[src/rtl/b64d_pkg.sv]
// b64d_pkg: payload types, codes and the character table of the base64 decoder
// no dependencies
`timescale 1ns / 1ps

package b64d_pkg;

  localparam logic ACTION_DATA = 1'b0;
  localparam logic ACTION_END  = 1'b1;

  localparam logic KIND_DATA = 1'b0;
  localparam logic KIND_END  = 1'b1;

  // input request
  typedef struct packed {
    logic       action;
    logic [7:0] in_byte;
  } text_t;

  // one result
  typedef struct packed {
    logic [7:0] out_byte;
    logic       kind;
    logic       status;
    logic       last;
  } result_t;

  // up to three results caused by one request
  typedef struct packed {
    logic [1:0] count;
    logic       kind;
    logic       status;
    logic [7:0] data0;
    logic [7:0] data1;
    logic [7:0] data2;
  } cmd_t;

  typedef struct packed {
    logic empty;
    logic full;
  } fifo_status_t;

  // decoded character class
  typedef struct packed {
    logic       bad;
    logic       pad;
    logic [5:0] sextet;
  } sym_t;

  function automatic sym_t map_char(input logic [7:0] c);
    sym_t s;
    s = '{bad: 1'b0, pad: 1'b0, sextet: 6'd0};
    if (c >= 8'h41 && c <= 8'h5a) begin
      s.sextet = 6'(c - 8'h41);
    end else if (c >= 8'h61 && c <= 8'h7a) begin
      s.sextet = 6'(c - 8'h47);
    end else if (c >= 8'h30 && c <= 8'h39) begin
      s.sextet = 6'(c + 8'd4);
    end else if (c == 8'h2b) begin
      s.sextet = 6'd62;
    end else if (c == 8'h2f) begin
      s.sextet = 6'd63;
    end else if (c == 8'h3d) begin
      s.pad = 1'b1;
    end else begin
      s.bad = 1'b1;
    end
    return s;
  endfunction

  function automatic logic is_space(input logic [7:0] c);
    return (c == 8'd32) || (c >= 8'd9 && c <= 8'd13);
  endfunction

endpackage

[src/rtl/b64d_fifo.sv]
// b64d_fifo: short command queue between the decoder front and the output stage
// depends on b64d_pkg
`timescale 1ns / 1ps

module b64d_fifo #(
  parameter int DEPTH = 4
) (
  input  logic                    clk,
  input  logic                    rst,
  input  logic                    push,
  input  b64d_pkg::cmd_t          push_cmd,
  input  logic                    pop,
  output b64d_pkg::cmd_t          head,
  output b64d_pkg::fifo_status_t  status
);

  localparam int AW = $clog2(DEPTH);
  localparam int CW = $clog2(DEPTH + 1);

  b64d_pkg::cmd_t entries [DEPTH];
  logic [AW-1:0]  wr_ptr;
  logic [AW-1:0]  rd_ptr;
  logic [CW-1:0]  count;

  logic do_push;
  logic do_pop;

  assign status.empty = (count == '0);
  assign status.full  = (count == CW'(DEPTH));
  assign do_push      = push && !status.full;
  assign do_pop       = pop && !status.empty;
  assign head         = entries[rd_ptr];

  always_ff @(posedge clk) begin
    if (do_push) begin
      entries[wr_ptr] <= push_cmd;
    end
  end

  always_ff @(posedge clk) begin
    if (rst) begin
      wr_ptr <= '0;
      rd_ptr <= '0;
      count  <= '0;
    end else begin
      if (do_push) begin
        wr_ptr <= (wr_ptr == AW'(DEPTH - 1)) ? '0 : wr_ptr + 1'b1;
      end
      if (do_pop) begin
        rd_ptr <= (rd_ptr == AW'(DEPTH - 1)) ? '0 : rd_ptr + 1'b1;
      end
      case ({do_push, do_pop})
        2'b10:   count <= count + 1'b1;
        2'b01:   count <= count - 1'b1;
        default: count <= count;
      endcase
    end
  end

endmodule

[src/rtl/b64d_front.sv]
// b64d_front: accepts text requests, tracks group state and builds result commands
// depends on b64d_pkg
`timescale 1ns / 1ps

module b64d_front (
  input  logic             clk,
  input  logic             rst,
  input  logic             accept,
  input  b64d_pkg::text_t  text,
  output logic             push,
  output b64d_pkg::cmd_t   cmd
);

  typedef enum logic [1:0] {
    COLLECT,
    DOOMED,
    AFTER_PAD,
    PASS
  } mode_t;

  mode_t         mode;
  mode_t         mode_next;
  logic [1:0]    slot_count;
  logic [1:0]    slot_count_next;
  logic [17:0]   held;
  logic [17:0]   held_next;
  logic          third_pad;
  logic          third_pad_next;

  b64d_pkg::sym_t sym;
  logic           space;
  logic [5:0]     s0, s1, s2, v;

  assign s0 = held[5:0];
  assign s1 = held[11:6];
  assign s2 = held[17:12];

  always_comb begin
    mode_next       = mode;
    slot_count_next = slot_count;
    held_next       = held;
    third_pad_next  = third_pad;
    cmd             = '0;
    sym             = b64d_pkg::map_char(text.in_byte);
    space           = b64d_pkg::is_space(text.in_byte);
    v               = sym.pad ? 6'd0 : sym.sextet;
    cmd.kind        = b64d_pkg::KIND_DATA;
    cmd.data0       = text.in_byte;
    if (accept) begin
      if (text.action == b64d_pkg::ACTION_END) begin
        cmd.count       = 2'd1;
        cmd.kind        = b64d_pkg::KIND_END;
        cmd.status      = (mode == PASS) || (slot_count != 2'd0);
        cmd.data0       = 8'd0;
        mode_next       = COLLECT;
        slot_count_next = 2'd0;
        held_next       = '0;
        third_pad_next  = 1'b0;
      end else if (mode == PASS) begin
        cmd.count = 2'd1;
      end else if (mode == AFTER_PAD) begin
        if (!space) begin
          cmd.count = 2'd1;
          mode_next = PASS;
        end
      end else if (!space) begin
        if (sym.bad) begin
          cmd.count = 2'd1;
          mode_next = PASS;
        end else if (slot_count != 2'd3) begin
          // store the sextet, padding counts as zero
          if (sym.pad) begin
            if (slot_count < 2'd2) begin
              mode_next = DOOMED;
            end else begin
              third_pad_next = 1'b1;
            end
          end
          case (slot_count)
            2'd0:    held_next[5:0]   = v;
            2'd1:    held_next[11:6]  = v;
            default: held_next[17:12] = v;
          endcase
          slot_count_next = slot_count + 2'd1;
        end else begin
          slot_count_next = 2'd0;
          held_next       = '0;
          third_pad_next  = 1'b0;
          if (mode == DOOMED) begin
            cmd.count = 2'd1;
            mode_next = PASS;
          end else begin
            cmd.data0 = {s0, s1[5:4]};
            if (third_pad) begin
              if (sym.pad) begin
                cmd.count = 2'd1;
                mode_next = AFTER_PAD;
              end else begin
                // padding in the third slot only: raw fourth byte follows
                cmd.count = 2'd2;
                cmd.data1 = text.in_byte;
                mode_next = PASS;
              end
            end else begin
              cmd.data1 = {s1[3:0], s2[5:2]};
              if (sym.pad) begin
                cmd.count = 2'd2;
                mode_next = AFTER_PAD;
              end else begin
                cmd.count = 2'd3;
                cmd.data2 = {s2[1:0], v};
              end
            end
          end
        end
      end
    end
  end

  assign push = accept && (cmd.count != 2'd0);

  always_ff @(posedge clk) begin
    if (rst) begin
      mode       <= COLLECT;
      slot_count <= 2'd0;
      held       <= '0;
      third_pad  <= 1'b0;
    end else begin
      mode       <= mode_next;
      slot_count <= slot_count_next;
      held       <= held_next;
      third_pad  <= third_pad_next;
    end
  end

endmodule

[src/rtl/b64d_back.sv]
// b64d_back: output stage that drains one queued result per unstalled cycle
// depends on b64d_pkg
`timescale 1ns / 1ps

module b64d_back (
  input  logic                    clk,
  input  logic                    rst,
  input  b64d_pkg::cmd_t          head,
  input  b64d_pkg::fifo_status_t  fifo_status,
  output logic                    pop,
  output logic                    result_valid,
  input  logic                    result_stall,
  output b64d_pkg::result_t       result
);

  logic [1:0] idx;
  logic       load;
  logic       take;
  logic       is_last;
  logic [7:0] sel_byte;

  assign load    = !result_valid || !result_stall;
  assign take    = load && !fifo_status.empty;
  assign is_last = (idx == head.count - 2'd1);
  assign pop     = take && is_last;

  always_comb begin
    case (idx)
      2'd0:    sel_byte = head.data0;
      2'd1:    sel_byte = head.data1;
      default: sel_byte = head.data2;
    endcase
  end

  always_ff @(posedge clk) begin
    if (take) begin
      result.out_byte <= sel_byte;
      result.kind     <= head.kind;
      result.status   <= head.status;
      result.last     <= is_last;
    end
  end

  always_ff @(posedge clk) begin
    if (rst) begin
      result_valid <= 1'b0;
      idx          <= 2'd0;
    end else if (load) begin
      result_valid <= !fifo_status.empty;
      if (take) begin
        idx <= is_last ? 2'd0 : idx + 2'd1;
      end
    end
  end

endmodule

[src/rtl/base64_stream_decoder.sv]
// base64_stream_decoder: top level of the streaming base64 decoder
// depends on b64d_pkg, b64d_front, b64d_fifo and b64d_back
`timescale 1ns / 1ps

// Streaming base64 decoder. One text request (a raw byte, or an end-of-stream
// mark) is taken per cycle whenever text_stall is low. Whitespace is dropped,
// groups of four alphabet characters become one to three bytes, and after a
// character outside the alphabet, or any non-whitespace after correct padding,
// the byte and everything after it pass through raw; after misplaced padding,
// raw output starts at the fourth character of its group at the latest. An end
// request yields one result of kind end whose status is 1 for a malformed or
// truncated stream, and returns the block to its reset state. The front
// classifies each byte in the cycle it is accepted and puts a command of up to
// three results into a QUEUE_DEPTH-entry queue; the output register drains one
// result per cycle while result_stall is low. Sustained rate is one request
// per cycle as long as results are taken; text_stall rises only when the
// queue is full. The final result caused by each request carries last.
module base64_stream_decoder #(
  parameter int QUEUE_DEPTH = 4   // commands held between front and output, at least 2
) (
  input  logic               clk,
  input  logic               rst,
  input  logic               text_valid,
  output logic               text_stall,
  input  b64d_pkg::text_t    text,
  output logic               result_valid,
  input  logic               result_stall,
  output b64d_pkg::result_t  result
);

  b64d_pkg::cmd_t          front_cmd;
  b64d_pkg::cmd_t          head_cmd;
  b64d_pkg::fifo_status_t  fifo_status;
  logic                    push;
  logic                    pop;
  logic                    accept;

  // a request is taken whenever the queue has room
  assign text_stall = fifo_status.full;
  assign accept     = text_valid && !text_stall;

  b64d_front u_front (
    .clk    (clk),
    .rst    (rst),
    .accept (accept),
    .text   (text),
    .push   (push),
    .cmd    (front_cmd)
  );

  b64d_fifo #(
    .DEPTH (QUEUE_DEPTH)
  ) u_fifo (
    .clk      (clk),
    .rst      (rst),
    .push     (push),
    .push_cmd (front_cmd),
    .pop      (pop),
    .head     (head_cmd),
    .status   (fifo_status)
  );

  // output register decouples the queue from the result stall
  b64d_back u_back (
    .clk          (clk),
    .rst          (rst),
    .head         (head_cmd),
    .fifo_status  (fifo_status),
    .pop          (pop),
    .result_valid (result_valid),
    .result_stall (result_stall),
    .result       (result)
  );

endmodule

[config.mk]
export PLATFORM = sky130hd
export DESIGN_NAME = base64_stream_decoder
export DESIGN_NICKNAME = d
export VERILOG_FILES = /design/src/rtl/b64d_pkg.sv /design/src/rtl/b64d_fifo.sv /design/src/rtl/b64d_front.sv /design/src/rtl/b64d_back.sv /design/src/rtl/base64_stream_decoder.sv
export SDC_FILE = /design/constraint.sdc
export NUM_CORES = 1
export LEC_CHECK = 0
export ABC_CLOCK_PERIOD_IN_PS = 3510
export BUFFER_PORTS_ARGS = -buffer_cell sky130_fd_sc_hd__buf_2
export CORE_ASPECT_RATIO = 0.7
export CORE_UTILIZATION = 56
export DETAILED_ROUTE_END_ITERATION = 16
export GPL_TIMING_DRIVEN = 0
export PLACE_DENSITY = 0.86
export SLEW_MARGIN = 0
export SYNTH_ARGS = -nofsm -noshare
export SYNTH_HDL_FRONTEND = slang
export SYNTH_SLANG_ARGS = --single-unit
[constraint.sdc]
create_clock -name clk -period 3.51 [get_ports clk]
set_input_delay 0.351 -clock clk [delete_from_list [all_inputs] [get_ports clk]]
set_output_delay 0.351 -clock clk [all_outputs]
set_load 0.005 [all_outputs]
==> metrics.yaml, run 1 <==
io_buffers: 22
worst_slack_ns: 0.118
synthesis.nets: 570
grt_pass1_vias: 4617
path_common_cell: "buf_2"
core_area_um2: 12500
p_total_mw: 5.34
setup_violations: 0
finalHoldViolations: 0
crit_family: "compound AO/OA/AOI/OAI gates"
synth-seq-area-share: 0.604
multiInputGateArea_um2: 2680
num_rows: 34
fp.dieH_um: 97.4
fp.dieW_um: 138
vias_per_cell: 6.39
dp.cells: 720
ir_drop_uv: 367
final_cells: 757
ioPinCount: 26
drive_gt1_frac: 0.203
maxCapViolations: 0
cellPowerDensity_nw_per_um2: 643
hp-class: "primary input to register"
maxSlewHeadroom: 0.415
clk_pin_slew_ns: 0.06
gp_congestion: 0.925
final_cell_area_um2: 8310
timing.fmax_mhz: 295
slew_violations: 0
cts-hold-fix-buffers: 0
fin_crit_ns: 3.39
cts_tree: "yes"
routed_wirelength_um: 16700
synthToLayoutAreaGrowth_pct: 14.3
synth.distinct_cells: 59
failed_checks: "design-rule violations"
cp-end-kind: "register"
p_leak_nw: 2.94
critPathLaunchType: "primary input"
synth-edff-count: 123
num_antenna_cells: 0
cts.sinks: 158
place_worst_setup_slack_ns: -0.667
criticalPathCategory: "primary input to register"
post-dp-hpwl_um: 11100
cp.arrival_ns: 3.44
grt_first_pass_wirelength_um: 25900
syn-instance-count: 535
avgSynthCellArea_um2: 13.6
seq_area_um2: 4390
rsz0062_at_grt: "yes"
yosys_warnings: 0
critPathMaxFanout: 28
first_pass_iters: 11
drtIter0Drc: 511
num_vias: 4835
path_buf_inv: 4
fill_cells: 845
drcViolationCount: 4
cp_slowest_cell: "and2_2"
min_period_over_period: 0.966
placed_cell_area_um2: 7620
start_util: 0.580
layout.nets: 617
root_buffer: "clkbuf_16"
skew_ns: 0.00952
outcome: "finished, violations left"
syn_area_um2: 7270
ant_nets: 0
dieArea_um2: 13500
grt_max_degree: 29
grt_use_total: 0.262
yosys_register_bits: 158
tightest_slew_ns: 0.878
synthFlopType: "edfxtp_1"
wire_per_inst_um: 22.1
clock_insertion_delay_worst_skew_ns: 0.42
antenna_found_initial: 0
required_ns: 3.55
cts_buffers: 17
post-route-util: 0.663
grt.overflow.total: 0
slowest_delay_ns: 0.66
async_flop_share: 0
cts.path.max_buffers: 2
crit_chain: "buf_2 -> buf_2 -> inv_1 -> ha_1 -> nand2b_1 -> a211o_1 -> a31o_4 -> a2111o_1 -> o22ai_2 -> buf_4 -> and2_2"
htree_num_levels: 4
synth_stat cells, types with 2 or more instances:
master / count / area share
dfxtp_1: 35 / 0.096
nor2b_1: 3 / 0.0026
a31oi_1: 7 / 0.0060
clkbuf_2: 2 / 0.0014
a211oi_1: 2 / 0.0021
nand2_1: 33 / 0.017
edfxtp_1: 123 / 0.51
o22ai_1: 9 / 0.0077
buf_2: 7 / 0.0048
clkbuf_1: 16 / 0.0083
mux2i_1: 30 / 0.041
or3_1: 4 / 0.0034
ha_1: 21 / 0.036
nor3_1: 9 / 0.0062
a21oi_1: 20 / 0.014
and3_1: 4 / 0.0034
o21a_1: 2 / 0.0021
nand3_1: 12 / 0.0083
nor2_1: 24 / 0.012
inv_1: 34 / 0.018
a2111o_1: 2 / 0.0031
and2_1: 8 / 0.0069
buf_1: 3 / 0.0015
nand2b_1: 27 / 0.023
a211o_1: 4 / 0.0048
a22oi_1: 10 / 0.010
nand4_1: 2 / 0.0017
a311o_1: 2 / 0.0028
xor2_1: 4 / 0.0048
o21ai_4: 3 / 0.0067
o21ai_0: 16 / 0.011
mux4_2: 28 / 0.087
xnor2_1: 3 / 0.0036
repair_timing:
item                                    CTS  global route
pin swaps                                 0             3
setup buffers                             0             5
resized for setup                         7            12
endpoints found under the setup margin   86            18
cloned                                    0             0
layer usage:
metal  track usage  vias up  share of wire
met3        0.0582       38          0.091
met4        0.0985        0          0.019
met2         0.401      279           0.48
met1         0.369     2417           0.41
met5             0        -              0
li1              -     2101              -
logic make-up after synthesis:
group,share of synthesized area
multiplexers,0.130
AND/OR/NAND/NOR,0.0953
flip-flops,0.604
AO/OA/AOI/OAI,0.0882
buffers and inverters,0.0351
adder cells (fa/ha/maj),0.0389
XOR/XNOR,0.00843
state kept, by name (all words and copies together) (netlist names), named ones only:
signal	count
u_fifo.rd_ptr	2
u_fifo.wr_ptr	2
u_back.idx	2
u_back.result	11
u_front.third_pad	1
u_fifo.entries	112
u_front.mode	2
u_back.result_valid	1
u_front.slot_count	2
u_front.held	18
u_fifo.count	3
worst register-to-register path: stages (launching register included):
cell and delay, ns:
dfxtp_1 0.31, buf_4 0.23, mux4_2 0.55, xnor2_1 0.19, mux2i_1 0.38, nand2_1 0.19, inv_1 0.12, ha_2 0.19
inv_1 0.05, fa_1 0.37, xor2_1 0.16, or3_1 0.30, a21oi_1 0.14
power by group:
group	internal [mW]	leakage (nW)	switching, mW	total [mW]
Sequential	2.29	1.42	0.0766	2.37
Combinational	0.488	1.23	0.661	1.15
Clock	1.06	0.285	0.768	1.82
final timing paths:
kind,from,endpoint,slack [ns],cells past startpoint
worst max-delay path,text[1],u_fifo.entries[3][1]$_DFFE_PP_,0.12,11
worst min register to register,u_back.result_valid$_SDFFE_PP0N_,u_back.result_valid$_SDFFE_PP0N_,0.48,2
worst min-delay path,result_stall,u_back.result_valid$_SDFFE_PP0N_,0.19,3
worst max register to register,register,u_fifo.count[2]$_SDFFE_PP0P_,0.22,12
area by class of cell:
type	count	share of cell area
repair buffers	28	0.0211
flip-flops and latches	158	0.529
clock inverters	15	0.0193
plain buffers	29	0.0170
well taps	162	0.0244
inverters	35	0.0163
clock buffers	17	0.0512
multi-input cells	313	0.322
per-stage QoR:
stage / TNS [ns] / hold slack [ns]
after floorplan: 0 / 0.444
after global placement: -68.23 / 0.454
after detailed placement: -61.12 / 0.464
after CTS: 0 / 0.176
after global routing: -0.780 / 0.211
final: 0 / 0.195
cell usage in the layout (no fill, tap or decap), types with 12 or more instances in the layout:
cell type	instances
buf_2	28
a21oi_1	20
nand2b_1	27
ha_1	18
mux2i_1	30
mux4_2	28
clkbuf_1	15
dfxtp_1	35
inv_1	33
nor2_1	24
nand3_1	12
o21ai_0	16
clkbuf_16	17
nand2_1	33
edfxtp_1	123
(Power assumes the default switching activity.)
==> inputs of run 2 (changes only) <==
--- a/config.mk
+++ b/config.mk
@@ -12,4 +12,5 @@
 export DETAILED_ROUTE_END_ITERATION = 16
 export GPL_TIMING_DRIVEN = 0
+export HOLD_SLACK_MARGIN = 0.06
 export PLACE_DENSITY = 0.86
 export SLEW_MARGIN = 0
==> constraint.sdc (replaced) <==
create_clock -name clk -period 3.51 [get_ports clk]
set_input_delay 0.702 -clock clk [delete_from_list [all_inputs] [get_ports clk]]
set_output_delay 0.702 -clock clk [all_outputs]
set_load 0.005 [all_outputs]
==> run 2 against run 1 <==
  * The flow finishes with violations (negative setup slack)
  * Final area up 2.3%
  * Critical path type unchanged
  * Clock power up 7%
  * Non-clock buffer count up 7
  * Flip-flop and latch count unchanged
  * Power up 2.7%
  * Wire length down 0.60%
  * Via count up 0.12%
  * Final cell count up 0.92%
  * Critical path depth up 8
==> metrics.yaml, run 2 (same netlist as run 1, synthesis figures left out) <==
internal_power_mw: 3.94
rsz0062_at_grt: "yes"
root_buffer: "clkbuf_16"
tightest_slew_ns: 0.819
cp.arrival_ns: 3.91
fin_crit_ns: 3.56
cp-end-kind: "register"
outcome: "finished, violations left"
cts.sinks: 158
post-dp-hpwl_um: 10800
fill_cells: 814
pwr-share-seq: 0.431
drtIter0Drc: 622
seq_area_um2: 4390
path_common_cell: "ha_4"
cts.path.max_buffers: 2
multiInputGateArea_um2: 2780
first_pass_iters: 7
num_rows: 34
wl_met3_um: 1450
antenna_found_initial: 0
critPathLaunchType: "primary input"
dr_wl_met2_um: 7710
grt_pass1_vias: 4691
criticalPathCategory: "primary input to register"
start_util: 0.580
vias_per_cell: 6.34
p_sw_mw: 1.55
place_worst_setup_slack_ns: -0.723
dr.max_layer_used: "met4"
dieArea_um2: 13500
final_common_cell: "edfxtp_1"
htree_num_levels: 4
clk_pin_slew_ns: 0.07
slew_violations: 0
min_period_over_period: 1.01
io_buffers: 22
drive_gt1_frac: 0.228
cellPowerDensity_nw_per_um2: 645
grt_max_degree: 29
gp_congestion: 0.970
setup_violations: 1
worst_slack_ns: -0.0457
largest-register: "u_fifo.entries"
crit_chain: "buf_6 -> buf_8 -> inv_6 -> ha_4 -> nor2b_4 -> nand4_1 -> buf_8 -> ha_4 -> nor2_4 -> nor2_2 -> a2111oi_4 -> o22ai_2 -> inv_2 -> ha_4 -> inv_2 -> fa_2 -> xor2_1 -> or3_1 -> a21oi_2"
critPathMaxFanout: 6
ioPinCount: 26
maxSlewHeadroom: 0.454
required_ns: 3.87
clock_insertion_delay_worst_skew_ns: 0.43
fp.dieH_um: 97.4
skew_ns: 0.0149
cts-hold-fix-buffers: 0
met1_length_um: 6950
maxCapViolations: 0
largest_reg_flops: 112
ir_drop_uv: 372
comb_power_share: 0.213
fp.dieW_um: 138
failed_checks: "negative setup slack"
ant_nets: 0
grt_first_pass_wirelength_um: 25300
reg_top3: "u_fifo.entries: 112 flops, u_front.held: 18 flops, u_back.result: 11 flops"
core_area_um2: 12500
drcViolationCount: 0
wire_per_inst_um: 21.7
num_antenna_cells: 0
timing.fmax_mhz: 281
final_cells: 764
p_sw_frac: 0.283
finalHoldViolations: 0
hp-class: "register to register"
num_vias: 4841
dp.cells: 719
grt.overflow.total: 0
slowest_delay_ns: 0.39
layout.nets: 624
grt_use_total: 0.253
cp_slowest_cell: "a2111oi_4"
final_cell_mix: "edfxtp_1, dfxtp_1, nand2_1"
p_clk_frac: 0.356
cts_tree: "yes"
routed_wirelength_um: 16600
cts_buffers: 17
p_leak_nw: 3.00
synthToLayoutAreaGrowth_pct: 16.9
-- run 2: power by group through the flow --
stage / Sequential (mW) / Combinational [mW] / Clock (mW)
CTS: 2.37 / 1.13 / 1.96
finish: 2.37 / 1.17 / 1.95
global placement: 2.39 / 1.07 / 0
detailed placement: 2.41 / 1.12 / 0
global route: 2.39 / 1.26 / 2.04
floorplan: 2.40 / 0.769 / 0
-- run 2: path summary, 6_finish.rpt --
kind / from / to / slack [ns] / cells after the start
max: text[2] / u_fifo.count[2]$_SDFFE_PP0P_ / -0.05 / 19
min: u_back.result_valid$_SDFFE_PP0N_ / u_back.result_valid$_SDFFE_PP0N_ / 0.48 / 2
max reg2reg: register / u_fifo.count[2]$_SDFFE_PP0P_ / 0.18 / 12
min reg2reg: u_back.result_valid$_SDFFE_PP0N_ / u_back.result_valid$_SDFFE_PP0N_ / 0.48 / 2
-- run 2: stage by stage --
stage / utilization / instance area, um^2 / power, mW / TNS (ns) / hold slack, ns
after floorplan: - / 7320 / 3.17 / -0.0964 / 0.444
after global placement: 0.608 / 7630 / 3.46 / -56.24 / 0.450
after detailed placement: 0.608 / 7630 / 3.52 / -67.21 / 0.462
after CTS: 0.661 / 8300 / 5.46 / -5.68 / 0.476
after global routing: 0.678 / 8510 / 5.69 / -0.111 / 0.493
final: 0.678 / 8510 / 5.49 / -0.0457 / 0.480
-- run 2: worst max-delay path: cells and delay by family --
family	cells	cell delay (ns)
adders and majority gates	4	0.88
xor gates and xnor gates	1	0.18
AOI/OAI and AO/OA	3	0.69
buffers and inverters	6	0.61
and+or+nand+nor	5	0.83
-- run 2: area by class of cell --
cell class	instances	share of cell area
multi-input cells	313	0.326
clock buffers	17	0.0500
repair buffers	36	0.0263
inverters	35	0.0163
clock inverters	15	0.0241
plain buffers	28	0.0165
flip-flops and latches	158	0.517
well taps	162	0.0238
-- run 2: repair_timing --
action                     CTS  global route
setup endpoints to repair  114           120
cloned                       0             0
resized for setup            7            26
hold endpoints to repair     0             0
buffers inserted             0            14
pin swaps                    0            11
-- run 2: routing by layer --
metal	track usage	up-vias
li1	-	2122
met5	0	-
met2	0.396	264
met3	0.0621	58
met1	0.348	2397
met4	0.0890	0
